==> src/sv/assert_macros.svh <==
// ----------------------------------------------------------------------------
// Assertion macros
// Shared concurrent assertion forms for the spring force block.
// ----------------------------------------------------------------------------
`ifndef ASSERT_MACROS_SVH
`define ASSERT_MACROS_SVH
`ifndef NO_ASSERTIONS
// Same-cycle implication, disabled during reset.
`define SF_ASSERT_IMP(lbl, clk, rst, ante, cons) \
  lbl: assert property (@(posedge clk) disable iff (rst) (ante) |-> (cons)) \
    else $error("assertion failed");
// Next-cycle implication, disabled during reset.
`define SF_ASSERT_NXT(lbl, clk, rst, ante, cons) \
  lbl: assert property (@(posedge clk) disable iff (rst) (ante) |=> (cons)) \
    else $error("assertion failed");
`else
`define SF_ASSERT_IMP(lbl, clk, rst, ante, cons)
`define SF_ASSERT_NXT(lbl, clk, rst, ante, cons)
`endif
`endif

==> src/sv/sf3d_pkg.sv <==
// ----------------------------------------------------------------------------
// sf3d_pkg
// Widths, register codes and stage types of the spring force block.
// ----------------------------------------------------------------------------
package sf3d_pkg;

  localparam int FRAC_BITS  = 16;
  localparam int POS_W      = 32;
  localparam int CFG_W      = 32;
  localparam int CFG_IDX_W  = 2;
  localparam int DIFF_W     = POS_W + 1;
  localparam int SQ_W       = 2 * DIFF_W;
  localparam int SUM_W      = SQ_W + 2;
  localparam int ROOT_STEPS = SUM_W / 2;
  localparam int ROOT_W     = ROOT_STEPS;
  localparam int REM_W      = ROOT_W + 2;
  localparam int STR_W      = ROOT_W + 1;
  localparam int ASTR_W     = ROOT_W;
  localparam int KS_W       = CFG_W + ASTR_W;
  localparam int KS_LO_W    = 32;
  localparam int KS_HI_W    = KS_W - KS_LO_W;
  localparam int PLO_W      = KS_LO_W + DIFF_W;
  localparam int PHI_W      = KS_HI_W + DIFF_W;
  localparam int N_W        = KS_W + DIFF_W;
  localparam int Q_W        = DIFF_W;
  localparam int NHI_W      = N_W - Q_W;
  localparam int DEN_W      = ROOT_W + FRAC_BITS;

  localparam logic [CFG_W-1:0] K_RESET    = 32'd65536;
  localparam logic [CFG_W-1:0] REST_RESET = 32'd65536;

  typedef enum logic [CFG_IDX_W-1:0] {
    REG_SPRING_CONSTANT = 2'd0,
    REG_REST_LENGTH     = 2'd1
  } cfg_reg_t;

  typedef struct packed {
    logic [2:0][DIFF_W-1:0] ad;
    logic [2:0]             dneg;
  } axes_t;

  typedef struct packed {
    logic              valid;
    logic [SUM_W-1:0]  s;
    logic [REM_W-1:0]  rem;
    logic [ROOT_W-1:0] root;
    axes_t             ax;
  } sqrt_stage_t;

  typedef struct packed {
    logic [DEN_W-1:0] rem;
    logic [Q_W-1:0]   nlow;
    logic [Q_W-1:0]   quo;
    logic [DEN_W-1:0] den;
  } div_stage_t;

  typedef struct packed {
    logic       valid;
    logic       zlen;
    logic [2:0] neg;
    logic [2:0] presat;
  } div_side_t;

endpackage

==> src/sv/sf3d_sqrt_cell.sv <==
// ----------------------------------------------------------------------------
// sf3d_sqrt_cell
// One registered step of the digit-by-digit square root: two radicand bits in.
// ----------------------------------------------------------------------------
module sf3d_sqrt_cell (
  input  logic                  clk,
  input  logic                  rst,
  input  logic                  en,
  input  sf3d_pkg::sqrt_stage_t a,
  output sf3d_pkg::sqrt_stage_t y
);

  logic [sf3d_pkg::REM_W+1:0] rem_sh;
  logic [sf3d_pkg::REM_W+1:0] trial;
  logic                       fit;
  sf3d_pkg::sqrt_stage_t      nxt;

  always_comb begin
    rem_sh   = {a.rem, a.s[sf3d_pkg::SUM_W-1 -: 2]};
    trial    = {2'b00, a.root, 2'b01};
    fit      = (rem_sh >= trial);
    nxt      = a;
    nxt.s    = {a.s[sf3d_pkg::SUM_W-3:0], 2'b00};
    nxt.rem  = fit ? sf3d_pkg::REM_W'(rem_sh - trial) : sf3d_pkg::REM_W'(rem_sh);
    nxt.root = {a.root[sf3d_pkg::ROOT_W-2:0], fit};
  end

  always_ff @(posedge clk) begin
    if (rst) begin
      y.valid <= 1'b0;
    end else if (en) begin
      y <= nxt;
    end
  end

endmodule

==> config.mk <==
export PLATFORM = sky130hd
export DESIGN_NAME = sf3d_sqrt_cell
export DESIGN_NICKNAME = d
export VERILOG_FILES = /design/src/sv/assert_macros.svh /design/src/sv/sf3d_pkg.sv /design/src/sv/sf3d_sqrt_cell.sv
export SDC_FILE = /design/constraint.sdc
export NUM_CORES = 1
export LEC_CHECK = 0
export BUFFER_PORTS_ARGS = -buffer_cell sky130_fd_sc_hd__buf_4
export CAP_MARGIN = 20
export CORE_AREA = 5 5 183 185
export DETAILED_ROUTE_END_ITERATION = 16
export DIE_AREA = 0 0 188 190
export GPL_ROUTABILITY_DRIVEN = 0
export PLACE_DENSITY = 0.65
export SYNTH_ARGS = -nofsm -noshare
export SYNTH_HDL_FRONTEND = slang
export SYNTH_SLANG_ARGS = --single-unit
==> constraint.sdc <==
create_clock -name clk -period 23.3 [get_ports clk]
set_input_delay 3.495 -clock clk [delete_from_list [all_inputs] [get_ports clk]]
set_output_delay 3.495 -clock clk [all_outputs]
set_load 0.05 [all_outputs]
==> out/qor.txt <==
MIN PATH
--------------------------------------------------------------------------------------
Hold Path Stages ........................................................            2
Start point of the worst min-delay path .................................       y[240]
Hold Crit Class .........................................................   reg -> reg
Hold EP .................................................................       y[240]

LOGIC SYNTHESIS
--------------------------------------------------------------------------------------
Async set-reset flop share out of synthesis .............................            0
Synthesis warning total .................................................            0
Register bit count reported by yosys ....................................          239
Mean post-synth cell area ...............................................   15.20 um^2
Sequential share of the synthesized area ................................       0.7345
Most used flip-flop cell after synthesis ................................ sky130_fd_sc_hd__edfxtp_1
Main area contributors after synthesis .................................. sky130_fd_sc_hd__edfxtp_1, sky130_fd_sc_hd__ha_1, sky130_fd_sc_hd__nand2_1, sky130_fd_sc_hd__o21ai_0, sky130_fd_sc_hd__a21oi_1
Post-Synthesis Cells ....................................................          642
Synth area leader ....................................................... sky130_fd_sc_hd__edfxtp_1
Post-synth design cell area .............................................    9758 um^2
Number of distinct standard cells referenced by the synthesized netlist .           63
Synth top area share ....................................................       0.7324
Number of enable flip-flop cells after synthesis ........................          238

POWER
--------------------------------------------------------------------------------------
Switching power total ...................................................    0.3737 mW
Leakage power total .....................................................     6.207 nW
Power density over cell area ............................................ 83.41 nW/um^2
Sequential group share of total power ...................................        0.424
Cell-internal power .....................................................    0.8543 mW
Switching power share of the total ......................................       0.3043
Clock share of power ....................................................        0.349
Peak VDD IR .............................................................     55.28 uV
Comb pwr share ..........................................................        0.227

GRT
--------------------------------------------------------------------------------------
Global-route total usage across every layer .............................       0.1785
Wire length of the first global-routing pass ............................     48.40 mm
Maximum number of pins on one net before global-route repair ............           77
Vias in the first global route ..........................................         7395
Residual overflow from global routing ...................................            0
Number of antenna violations at the first check in global routing .......            3

FINISH
--------------------------------------------------------------------------------------
Antenna cells ...........................................................            0
Highest-count cells in the layout ignoring fill and taps ................ sky130_fd_sc_hd__buf_4, sky130_fd_sc_hd__edfxtp_1, sky130_fd_sc_hd__nand2_1
Share of the core filled with cells in the final layout .................       0.4619
Number of nets in the final layout ......................................         1421
Flip-flop count of the largest register after layout ....................          239
Signed area change from the synthesized netlist to the final layout .....       50.88%
Register with the most flip-flops .......................................            y
Ratio of cells with drive above 1 in the final layout ...................       0.4694
Commonest non-fill, non-tap cell in the layout .......................... sky130_fd_sc_hd__buf_4
Largest registers in the final layout ...................................      y (239)

ROUTE
--------------------------------------------------------------------------------------
Iteration count of the initial detailed-routing pass ....................            5
DRT iter0 DRCs ..........................................................          326
Via count normalized by instance count ..................................        4.661
Routed Wire Length ......................................................     34.41 mm
Met3 Wirelength .........................................................     3.389 mm
Number of design rule violations left after detail routing ..............            0
Met2 routed wirelength ..................................................     17.68 mm
Antenna-violating nets left .............................................            0
Highest metal layer used by the detailed router .........................         met5
Met1 WL .................................................................     12.59 mm
Per-cell routed wire length .............................................     21.93 um
DR vias .................................................................         7313

CLOCK NETWORK
--------------------------------------------------------------------------------------
Clock transition at path regs ...........................................      0.06 ns
Cts repair resizes ......................................................            0
Hold buffer count at cts ................................................            0
CTS Buffer Depth ........................................................            3
H-tree lvl count ........................................................            1
Later-pin clock latency in the skew report ..............................      0.53 ns
TritonCTS Sinks .........................................................          239
Cts bufs inserted .......................................................           28
Root buffer selected by CTS ............................................. sky130_fd_sc_hd__clkbuf_16
TritonCTS clock tree ....................................................         done
Setup fix buffers added after clock tree synthesis ......................            0

FLOORPLANNING
--------------------------------------------------------------------------------------
Starting Density ........................................................       0.3061
Core region area ........................................................   31880 um^2
Height of the die .......................................................       190 um
Row count ...............................................................           66
Die X ...................................................................       188 um
Io pins .................................................................          485
Die area ................................................................   35720 um^2

TIMING
--------------------------------------------------------------------------------------
Final Hold Fails ........................................................            0
Final critical path time including I/O delays and setup .................     6.379 ns
Final setup vio count ...................................................            0
Slack of the critical path ..............................................     16.92 ns
Max-slew violations .....................................................            0
Relative max-transition margin ..........................................       0.3444
Share of the clock period used by the worst path ........................       0.2738
Total Neg Setup Slack ...................................................         0 ns
Unrepaired setup endpoints after global routing .........................           no
Worst-case clock skew ...................................................         0 ns
Slew at the pin closest to its max-slew limit ...........................    0.9834 ns
Maximum clock frequency .................................................   0.1568 GHz

WORST SETUP PATH
--------------------------------------------------------------------------------------
Startpoint type of the worst setup path .................................    input pin
WP data required ........................................................     23.57 ns
Number of cells traversed by the worst register-to-register path ........            2
Worst R2R Setup Slack ...................................................     22.72 ns
Largest driver fanout on the critical path ..............................           47
Worst flop-to-flop path startpoint ......................................       y[240]
Worst setup EP type .....................................................    flip-flop
Arrival time reported for the critical path endpoint ....................      6.64 ns
Critical register-to-register path endpoint .............................       y[240]
Category of the most critical setup path ................................    in -> reg

PLACEMENT
--------------------------------------------------------------------------------------
Pre-CTS worst setup slack ...............................................     16.34 ns
Number of buffers inserted by port buffering ............................          482
HPWL reported at the end of detailed placement ..........................     27.49 mm

RUN
--------------------------------------------------------------------------------------
Maximum Capacitance Violations ..........................................            0

OUTCOME
--------------------------------------------------------------------------------------
Result of the run ....................................................... finished, final reports clean

-- metal layers --
metal,up-vias,track usage
met1,3516,0.1995
li1,3418,-
met5,-,0
met4,6,0.03557
met3,48,0.07248
met2,325,0.3226
-- how the worst max path moves through the flow --
stage	startpoint	to	cells after the start
2_1_floorplan	rst	y[0]	1
3_3_place_gp	a[102]	y[140]	12
3_5_place_dp	a[102]	y[168]	13
4_1_cts	a[107]	y[140]	11
5_1_grt	a[107]	y[148]	11
6_report	a[107]	y[140]	11
-- worst max-delay path, cell delays in order --
cell and delay, ns:
sky130_fd_sc_hd__buf_4 0.08, sky130_fd_sc_hd__inv_1 0.04, sky130_fd_sc_hd__ha_1 0.39, sky130_fd_sc_hd__a2111o_1 0.45
sky130_fd_sc_hd__o21ai_2 0.23, sky130_fd_sc_hd__o31a_4 0.19, sky130_fd_sc_hd__o31ai_4 0.08, sky130_fd_sc_hd__a31o_4 0.28
sky130_fd_sc_hd__a31oi_4 0.50, sky130_fd_sc_hd__buf_4 0.52, sky130_fd_sc_hd__mux2_1 0.37
-- metrics by stage --
stage	instances	power (mW)	cell area, um^2	hold WS, ns
6_report	1569	1.228	14720	0.5107
5_1_grt	1569	1.279	14720	0.5607
4_1_cts	1569	1.245	14720	0.5133
3_5_place_dp	1519	0.8098	13820	0.4986
3_3_place_gp	1519	0.8076	13820	0.4830
2_1_floorplan	643	0.7098	9762	0.7326
-- kinds of logic after synthesis --
logic type | synth area share
other cells | 0.0003843
mux | 0.006539
flops | 0.7345
fa+ha+maj | 0.04616
simple gates | 0.05578
xor+xnor | 0.02782
buf+inv | 0.02962
compound gates | 0.09925
-- cell usage after synthesis (2+ instances only) --
| cell type | n |
|---|---|
| sky130_fd_sc_hd__clkbuf_2 | 2 |
| sky130_fd_sc_hd__xnor2_1 | 15 |
| sky130_fd_sc_hd__a2111o_1 | 2 |
| sky130_fd_sc_hd__a21oi_1 | 35 |
| sky130_fd_sc_hd__inv_1 | 45 |
| sky130_fd_sc_hd__xor2_1 | 16 |
| sky130_fd_sc_hd__a21o_1 | 14 |
| sky130_fd_sc_hd__nor4_1 | 2 |
| sky130_fd_sc_hd__nor3b_1 | 2 |
| sky130_fd_sc_hd__o31ai_1 | 2 |
| sky130_fd_sc_hd__ha_1 | 36 |
| sky130_fd_sc_hd__clkbuf_1 | 4 |
| sky130_fd_sc_hd__and3_1 | 3 |
| sky130_fd_sc_hd__a31oi_1 | 6 |
| sky130_fd_sc_hd__o211ai_1 | 4 |
| sky130_fd_sc_hd__buf_2 | 7 |
| sky130_fd_sc_hd__nand2_1 | 58 |
| sky130_fd_sc_hd__a211oi_1 | 2 |
| sky130_fd_sc_hd__o21ai_0 | 39 |
| sky130_fd_sc_hd__nand4_1 | 8 |
| sky130_fd_sc_hd__o21bai_1 | 4 |
| sky130_fd_sc_hd__buf_6 | 4 |
| sky130_fd_sc_hd__edfxtp_1 | 238 |
| sky130_fd_sc_hd__nor2b_1 | 4 |
| sky130_fd_sc_hd__mux2i_1 | 3 |
| sky130_fd_sc_hd__buf_4 | 2 |
| sky130_fd_sc_hd__nand3_1 | 5 |
| sky130_fd_sc_hd__mux2_1 | 3 |
| sky130_fd_sc_hd__o21a_1 | 6 |
| sky130_fd_sc_hd__a2111oi_0 | 2 |
| sky130_fd_sc_hd__nor2_1 | 22 |
| sky130_fd_sc_hd__nor3_1 | 5 |
| sky130_fd_sc_hd__nand2b_1 | 4 |
| sky130_fd_sc_hd__o21ai_1 | 9 |
-- final cells by class --
type	instances	area, um^2
Fill cell	2906	17150
Sequential cell	239	7167
Clock inverter	19	173.9
Timing Repair Buffer	487	3656
Clock buffer	31	733.2
Tap cell	408	510.5
Inverter	45	168.9
Multi-Input combinational cell	340	2313
-- power by group through the flow --
stage                     sequential, mW  clock, mW  combinational [mW]
after floorplan                    0.645          0              0.0652
after global placement             0.529          0               0.279
after detailed placement           0.529          0               0.281
after CTS                          0.521      0.443               0.281
after global routing               0.523      0.462               0.293
final                              0.520      0.429               0.279
(Power assumes the default switching activity.)
