==> src/sv/assert_macros.svh <==
// ----------------------------------------------------------------------------
// Assertion macros
// Shared concurrent assertion forms for the spring force block.
// ----------------------------------------------------------------------------
`ifndef ASSERT_MACROS_SVH
`define ASSERT_MACROS_SVH
`ifndef NO_ASSERTIONS
// Same-cycle implication, disabled during reset.
`define SF_ASSERT_IMP(lbl, clk, rst, ante, cons) \
  lbl: assert property (@(posedge clk) disable iff (rst) (ante) |-> (cons)) \
    else $error("assertion failed");
// Next-cycle implication, disabled during reset.
`define SF_ASSERT_NXT(lbl, clk, rst, ante, cons) \
  lbl: assert property (@(posedge clk) disable iff (rst) (ante) |=> (cons)) \
    else $error("assertion failed");
`else
`define SF_ASSERT_IMP(lbl, clk, rst, ante, cons)
`define SF_ASSERT_NXT(lbl, clk, rst, ante, cons)
`endif
`endif

==> src/sv/sf3d_pkg.sv <==
// ----------------------------------------------------------------------------
// sf3d_pkg
// Widths, register codes and stage types of the spring force block.
// ----------------------------------------------------------------------------
package sf3d_pkg;

  localparam int FRAC_BITS  = 16;
  localparam int POS_W      = 32;
  localparam int CFG_W      = 32;
  localparam int CFG_IDX_W  = 2;
  localparam int DIFF_W     = POS_W + 1;
  localparam int SQ_W       = 2 * DIFF_W;
  localparam int SUM_W      = SQ_W + 2;
  localparam int ROOT_STEPS = SUM_W / 2;
  localparam int ROOT_W     = ROOT_STEPS;
  localparam int REM_W      = ROOT_W + 2;
  localparam int STR_W      = ROOT_W + 1;
  localparam int ASTR_W     = ROOT_W;
  localparam int KS_W       = CFG_W + ASTR_W;
  localparam int KS_LO_W    = 32;
  localparam int KS_HI_W    = KS_W - KS_LO_W;
  localparam int PLO_W      = KS_LO_W + DIFF_W;
  localparam int PHI_W      = KS_HI_W + DIFF_W;
  localparam int N_W        = KS_W + DIFF_W;
  localparam int Q_W        = DIFF_W;
  localparam int NHI_W      = N_W - Q_W;
  localparam int DEN_W      = ROOT_W + FRAC_BITS;

  localparam logic [CFG_W-1:0] K_RESET    = 32'd65536;
  localparam logic [CFG_W-1:0] REST_RESET = 32'd65536;

  typedef enum logic [CFG_IDX_W-1:0] {
    REG_SPRING_CONSTANT = 2'd0,
    REG_REST_LENGTH     = 2'd1
  } cfg_reg_t;

  typedef struct packed {
    logic [2:0][DIFF_W-1:0] ad;
    logic [2:0]             dneg;
  } axes_t;

  typedef struct packed {
    logic              valid;
    logic [SUM_W-1:0]  s;
    logic [REM_W-1:0]  rem;
    logic [ROOT_W-1:0] root;
    axes_t             ax;
  } sqrt_stage_t;

  typedef struct packed {
    logic [DEN_W-1:0] rem;
    logic [Q_W-1:0]   nlow;
    logic [Q_W-1:0]   quo;
    logic [DEN_W-1:0] den;
  } div_stage_t;

  typedef struct packed {
    logic       valid;
    logic       zlen;
    logic [2:0] neg;
    logic [2:0] presat;
  } div_side_t;

endpackage

==> src/sv/sf3d_div_cell.sv <==
// ----------------------------------------------------------------------------
// sf3d_div_cell
// One registered step of restoring division: one quotient bit out.
// ----------------------------------------------------------------------------
module sf3d_div_cell (
  input  logic                 clk,
  input  logic                 en,
  input  sf3d_pkg::div_stage_t a,
  output sf3d_pkg::div_stage_t y
);

  logic [sf3d_pkg::DEN_W:0] rem_sh;
  logic                     fit;
  sf3d_pkg::div_stage_t     nxt;

  always_comb begin
    rem_sh   = {a.rem, a.nlow[sf3d_pkg::Q_W-1]};
    fit      = (rem_sh >= {1'b0, a.den});
    nxt      = a;
    nxt.rem  = fit ? sf3d_pkg::DEN_W'(rem_sh - {1'b0, a.den})
                   : sf3d_pkg::DEN_W'(rem_sh);
    nxt.nlow = {a.nlow[sf3d_pkg::Q_W-2:0], 1'b0};
    nxt.quo  = {a.quo[sf3d_pkg::Q_W-2:0], fit};
  end

  always_ff @(posedge clk) begin
    if (en) begin
      y <= nxt;
    end
  end

endmodule

==> config.mk <==
export PLATFORM = sky130hd
export DESIGN_NAME = sf3d_div_cell
export DESIGN_NICKNAME = d
export VERILOG_FILES = /design/src/sv/assert_macros.svh /design/src/sv/sf3d_pkg.sv /design/src/sv/sf3d_div_cell.sv
export SDC_FILE = /design/constraint.sdc
export NUM_CORES = 1
export LEC_CHECK = 0
export BUFFER_PORTS_ARGS = -buffer_cell sky130_fd_sc_hd__buf_2
export CORE_ASPECT_RATIO = 1.2
export CORE_MARGIN = 10
export CORE_UTILIZATION = 50
export DETAILED_ROUTE_END_ITERATION = 10
export GPL_TIMING_DRIVEN = 0
export PLACE_DENSITY = 0.81
export SYNTH_ARGS = -nofsm -noshare
export SYNTH_HDL_FRONTEND = slang
export SYNTH_SLANG_ARGS = --single-unit
export TNS_END_PERCENT = 20
==> constraint.sdc <==
create_clock -name clk -period 3.8 [get_ports clk]
set_input_delay 0 -clock clk [delete_from_list [all_inputs] [get_ports clk]]
set_output_delay 0 -clock clk [all_outputs]
set_load 0.03 [all_outputs]
==> results.yml, run 1 <==
routing:
  ant_nets: 0
  drtIter0Drc: 836
  dr.pass1.iters: 6
  routedWlPerCell_um: 21.6
  vias: 8400
  post-route-drc-count: 0
  finalWirelength_um: 32600
  viasPerCell: 5.57
sta:
  slew-limit-headroom_pct: 61.7
  fmax_mhz: 288
  drv_slew: 0
  rsz0062_at_grt: "no"
  hold_viol: 0
  period_needed_ns: 3.47
  worst_pin_slew_ns: 0.575
  timing.hold.ws_ns: 0.0311
  post-route-period-util_pct: 91.3
  tns_ns: 0
  setup_viol: 0
flow_run:
  drv_cap: 0
clock_network:
  cts_tree: "yes"
  hold_buffers: 163
  clockRootBuffer: "clkbuf_16"
  post-cts-setup-buffers: 0
  clk_pin_slew_ns: 0.07
  cts_resized: 0
  ctsHtreeMaxLevel: 4
  cts_buffer_depth: 2
  clock-sinks: 165
  numCtsBuffers: 17
floorplan:
  design.core.area_um2: 17000
  io_pins: 334
  die_w_um: 141
  initial_core_util_pct: 51.3
  row_count: 52
  design.die.area_um2: 23100
  die_y_um: 165
logic_synthesis:
  yosysUniqueCellTypes: 71
  syn_area_per_cell_um2: 11.5
  synth_commonest_cells: "edfxtp_1 (165), nand2_1 (84), o21ai_0 (69), inv_1 (65), a21oi_1 (64)"
  yosys.area.top_type: "edfxtp_1"
  syn-cell-area_um2: 8720
  async_reset_ff_share_pct: 0
  synth.most_common_cell: "edfxtp_1"
  ys.flop_type: "edfxtp_1"
  synth-seq-area-share_pct: 56.8
  ys_ff_latch: 165
  synthTopCellsByArea: "edfxtp_1 (57%), ha_1 (7.2%), o21ai_0 (4.0%), a21oi_1 (3.7%), nand2_1 (3.6%)"
  syn_inst: 761
  synth_edf_count: 165
  ys_warn_count: 0
  yosys.area.top_type_share_pct: 56.8
  syn_nets: 980
hold_path:
  hp-class: "in -> reg"
  min_path_cells: 3
worst_setup_path:
  cp_num_cells: 15
  crit_family: "compound AO/OA/AOI/OAI gates"
  required_ns: 3.96
  path_buf_inv: 4
  startpoint_type: "primary input"
  crit_chain: "dlygate4sd3_1 -> buf_2 -> inv_1 -> ha_1 -> inv_1 -> fa_1 -> a211oi_1 -> o211ai_1 -> nand4_1 -> a21oi_1 -> or3_1 -> a211o_2 -> a21oi_1 -> xor2_1 -> o21ai_0"
  crit_slowest_cell: "dlygate4sd3_1"
  worst_setup_path_end_kind: "flip-flop"
  worstPathArrival_ns: 3.63
  worstSetupPathType: "in -> reg"
  slowest_delay_ns: 0.58
  crit_fanout: 6
grt:
  grt_overflow: 0
  first_global_vias: 8681
  grt_pass1_wl_um: 48400
  grt_antenna_before_repair: 3
  grt_usage_pct: 26.9
  grt_start_max_net_pins: 111
placed_design:
  port_buffers: 331
  dpl.cell_count: 1309
  hpwl_um: 22300
  gp_congestion: 0.881
power_and_ir_drop:
  power_frac_seq_pct: 40.8
  swShare_pct: 34.5
  power.share.clock_pct: 29.9
  p_per_area_nw_per_um2: 437
  switchingPower_mw: 1.94
  combPwrFrac_pct: 29.2
  max-vdd-ir-drop_uv: 300
  p_int_mw: 3.69
  cellLeakagePower_nw: 5.71
finish:
  nets: 1494
  fin_cells: 1507
  largest_reg_flops: 165
  areaGrowthSynthToFinish_pct: 47.8
  largest-register: "y"
  largest_registers: "y x165"
  layout-drive-gt1-share_pct: 31.1
outcome:
  status: "finished, final reports clean"
[cells in the final DEF (no fill, tap or decap), drive strengths merged, types with 7 or more instances in the layout]
cell / netlist / layout
a21o: 22 / 22
a21oi: 65 / 65
a31oi: 7 / 7
and3: 9 / 9
buf: 14 / 346
clkbuf: 11 / 29
dlygate4sd3: 0 / 163
edfxtp: 165 / 165
ha: 50 / 50
inv: 65 / 72
nand2: 85 / 85
nand3: 14 / 14
nand4: 14 / 14
nor2: 25 / 25
nor3: 9 / 9
o211ai: 7 / 7
o21ai: 74 / 74
o21bai: 12 / 12
xnor2: 22 / 22
xor2: 20 / 20
[per-stage QoR]
stage          instance area (µm²)  worst slack, ns  util [%]  power (mW)
3_5_place_dp                 10700            0.559      62.9        3.78
2_1_floorplan                 8720             1.17         -        3.28
3_3_place_gp                 10600            0.588      62.7        3.75
5_1_grt                      12900            0.190      75.9        5.83
4_1_cts                      12900            0.461      75.9        5.59
6_report                     12900            0.330      75.9        5.63
[power groups by stage]
stage	clock network [mW]	registers (mW)	logic, mW
after floorplan	0	2.72	0.554
after detailed placement	0	2.32	1.46
after global placement	0	2.32	1.43
after CTS	1.70	2.28	1.61
after global routing	1.77	2.31	1.75
final	1.69	2.30	1.65
[kinds of logic (layout without fill, tap and decap cells)]
family	count (synthesis)	count (layout)	share of synthesized area (%)
AO/OA/AOI/OAI	216	216	15.4
AND/OR/NAND/NOR	189	189	10.7
buffers and inverters	91	618	4.66
multiplexers	6	6	0.804
XOR/XNOR	42	42	4.22
other	1	4	0.0430
adder cells (fa/ha/maj)	51	51	7.41
flip-flops	165	165	56.8
[final timing paths]
path / startpoint / to / slack [ns]
min: a[160] / y[161]$_DFFE_PP_ / 0.03
max: a[115] / y[152]$_DFFE_PP_ / 0.33
[final cells by class]
type	count	area, µm²
plain buffers	26	163
inverters	65	244
flip-flops and latches	165	4950
well taps	216	270
repair buffers	495	3320
diodes	3	7.51
multi-input cells	505	3360
clock inverters	14	141
clock buffers	18	429
fillers	1076	4090
[per-layer routing]
metal	vias to the layer above	part of all wire [%]	track usage, %
li1	3844	-	-
met1	3950	35	28.1
met2	507	52	49.3
met3	99	8.3	6.98
met4	0	4.2	13.0
met5	-	0	0
(Power assumes the default switching activity.)
==> run 2: changes to the inputs <==
Settings changed: HOLD_SLACK_MARGIN set to 0.15.
==> run 2 against run 1 <==
  * Power increased by 0.19%
  * Critical endpoint is now y[162]$_DFFE_PP_
  * Cell count rose by 0.13%
  * Final area is 0.16% higher
==> results.yml, run 2 (synthesis gave the netlist of run 1 again) <==
grt:
  first_global_vias: 8732
  grt_usage_pct: 26.9
  grt_pass1_wl_um: 48500
  grt_overflow: 0
  grt_antenna_before_repair: 3
  grt_start_max_net_pins: 111
routing:
  dr.pass1.iters: 7
  vias: 8438
  viasPerCell: 5.59
  post-route-drc-count: 0
  routedWlPerCell_um: 21.7
  ant_nets: 0
  finalWirelength_um: 32800
  drtIter0Drc: 865
worst_setup_path:
  startpoint_type: "primary input"
  worst_setup_path_end_kind: "flip-flop"
  crit_fanout: 4
  worstSetupPathType: "in -> reg"
  required_ns: 3.96
  worstPathArrival_ns: 3.66
hold_path:
  min_from: "a[89]"
  min_to: "y[90]$_DFFE_PP_"
  hp-class: "in -> reg"
  min_path_cells: 2
sta:
  slew-limit-headroom_pct: 61.0
  setup_ws_ns: 0.297
  worst_pin_slew_ns: 0.584
  period_needed_ns: 3.50
  timing.hold.ws_ns: 0.269
  drv_slew: 0
  tns_ns: 0
  setup_viol: 0
  fmax_mhz: 285
  hold_viol: 0
  rsz0062_at_grt: "no"
  post-route-period-util_pct: 92.2
clock_network:
  ctsHtreeMaxLevel: 4
  cts_tree: "yes"
  clock-sinks: 165
  clk_pin_slew_ns: 0.07
  numCtsBuffers: 17
  clockRootBuffer: "clkbuf_16"
  cts_resized: 0
  cts_buffer_depth: 2
finish:
  areaGrowthSynthToFinish_pct: 48.1
  layout_commonest_cell: "buf_2"
  final_area_um2: 12900
  fillCellCount: 1073
  largest-register: "y"
  seq_area_um2: 4950
  most-common-layout-cells: "buf_2 (338), dlygate4sd3_1 (165), edfxtp_1 (165)"
  largest_registers: "y x165"
  largest_reg_flops: 165
  layout-drive-gt1-share_pct: 31.1
  nets: 1496
  multiInputGateArea_um2: 3360
power_and_ir_drop:
  swShare_pct: 34.6
  p_per_area_nw_per_um2: 437
  max-vdd-ir-drop_uv: 301
  power.share.clock_pct: 30.0
  p_int_mw: 3.69
  cellLeakagePower_nw: 5.72
  combPwrFrac_pct: 29.3
  total_power_mw: 5.64
  switchingPower_mw: 1.95
  power_frac_seq_pct: 40.7
placed_design:
  place_ws_ns: 0.559
  hpwl_um: 22300
  port_buffers: 331
  placed_area_um2: 10700
  gp_congestion: 0.881
floorplan:
  io_pins: 334
  design.core.area_um2: 17000
  design.die.area_um2: 23100
  row_count: 52
  die_y_um: 165
  die_w_um: 141
  initial_core_util_pct: 51.3
flow_run:
  drv_cap: 0
outcome:
  status: "finished, final reports clean"
==> run 2: cell count changes in the layout (fill, tap and decap cells not counted), sizes merged <==
cell | before | now
dlygate4sd3 | 163 | 165
==> run 2: final cells by class <==
type | count | area share (%)
repair buffers | 497 | 25.9
clock inverters | 14 | 1.10
diodes | 3 | 0.0582
flip-flops and latches | 165 | 38.4
plain buffers | 26 | 1.26
clock buffers | 18 | 3.32
well taps | 216 | 2.09
inverters | 65 | 1.89
multi-input cells | 505 | 26.0
==> run 2: what timing repair did <==
item	in CTS	in global routing
buffers inserted	0	0
setup endpoints to repair	0	0
hold endpoints to repair	219	0
hold buffers	165	0
==> run 2: power groups by stage <==
stage | registers, mW | logic [mW] | clock network [mW]
after floorplan | 2.72 | 0.554 | 0
after global placement | 2.32 | 1.43 | 0
after detailed placement | 2.32 | 1.46 | 0
after CTS | 2.28 | 1.61 | 1.70
after global routing | 2.31 | 1.75 | 1.77
final | 2.30 | 1.65 | 1.69
==> run 2: worst max-delay path by stage <==
stage                       from               end  slack (ns)
after global routing      a[115]  y[162]$_DFFE_PP_        0.16
after floorplan           a[115]  y[164]$_DFFE_PP_        1.17
final                     a[115]  y[162]$_DFFE_PP_        0.30
after detailed placement   a[27]  y[161]$_DFFE_PP_        0.56
after global placement     a[27]  y[161]$_DFFE_PP_        0.59
after CTS                   a[4]  y[135]$_DFFE_PP_        0.46
==> run 2: per-layer routing <==
metal  GRT usage, %  up-vias  share of wire [%]
li1               -     3849                  -
met1           27.9     3974                 35
met5              0        -                  0
met3           7.01       96                8.4
met2           49.4      519                 52
met4           13.0        0                3.9
==> run 2: critical path: stages <==
cell and delay, ns:
dlygate4sd3_1 0.58, buf_2 0.15, inv_1 0.06, ha_1 0.16, inv_1 0.06, fa_1 0.42, a211oi_1 0.37, o211ai_1 0.18
nand4_1 0.15, a21oi_1 0.15, o21ai_0 0.38, a21boi_0 0.28, a311oi_1 0.39, xor2_1 0.19, o21ai_0 0.12
==> run 2: per-stage QoR <==
stage / utilization, % / std cells
2_1_floorplan: - / 761
3_3_place_gp: 62.7 / 1308
3_5_place_dp: 62.9 / 1309
4_1_cts: 76.0 / 1506
5_1_grt: 76.0 / 1509
6_report: 76.0 / 1509
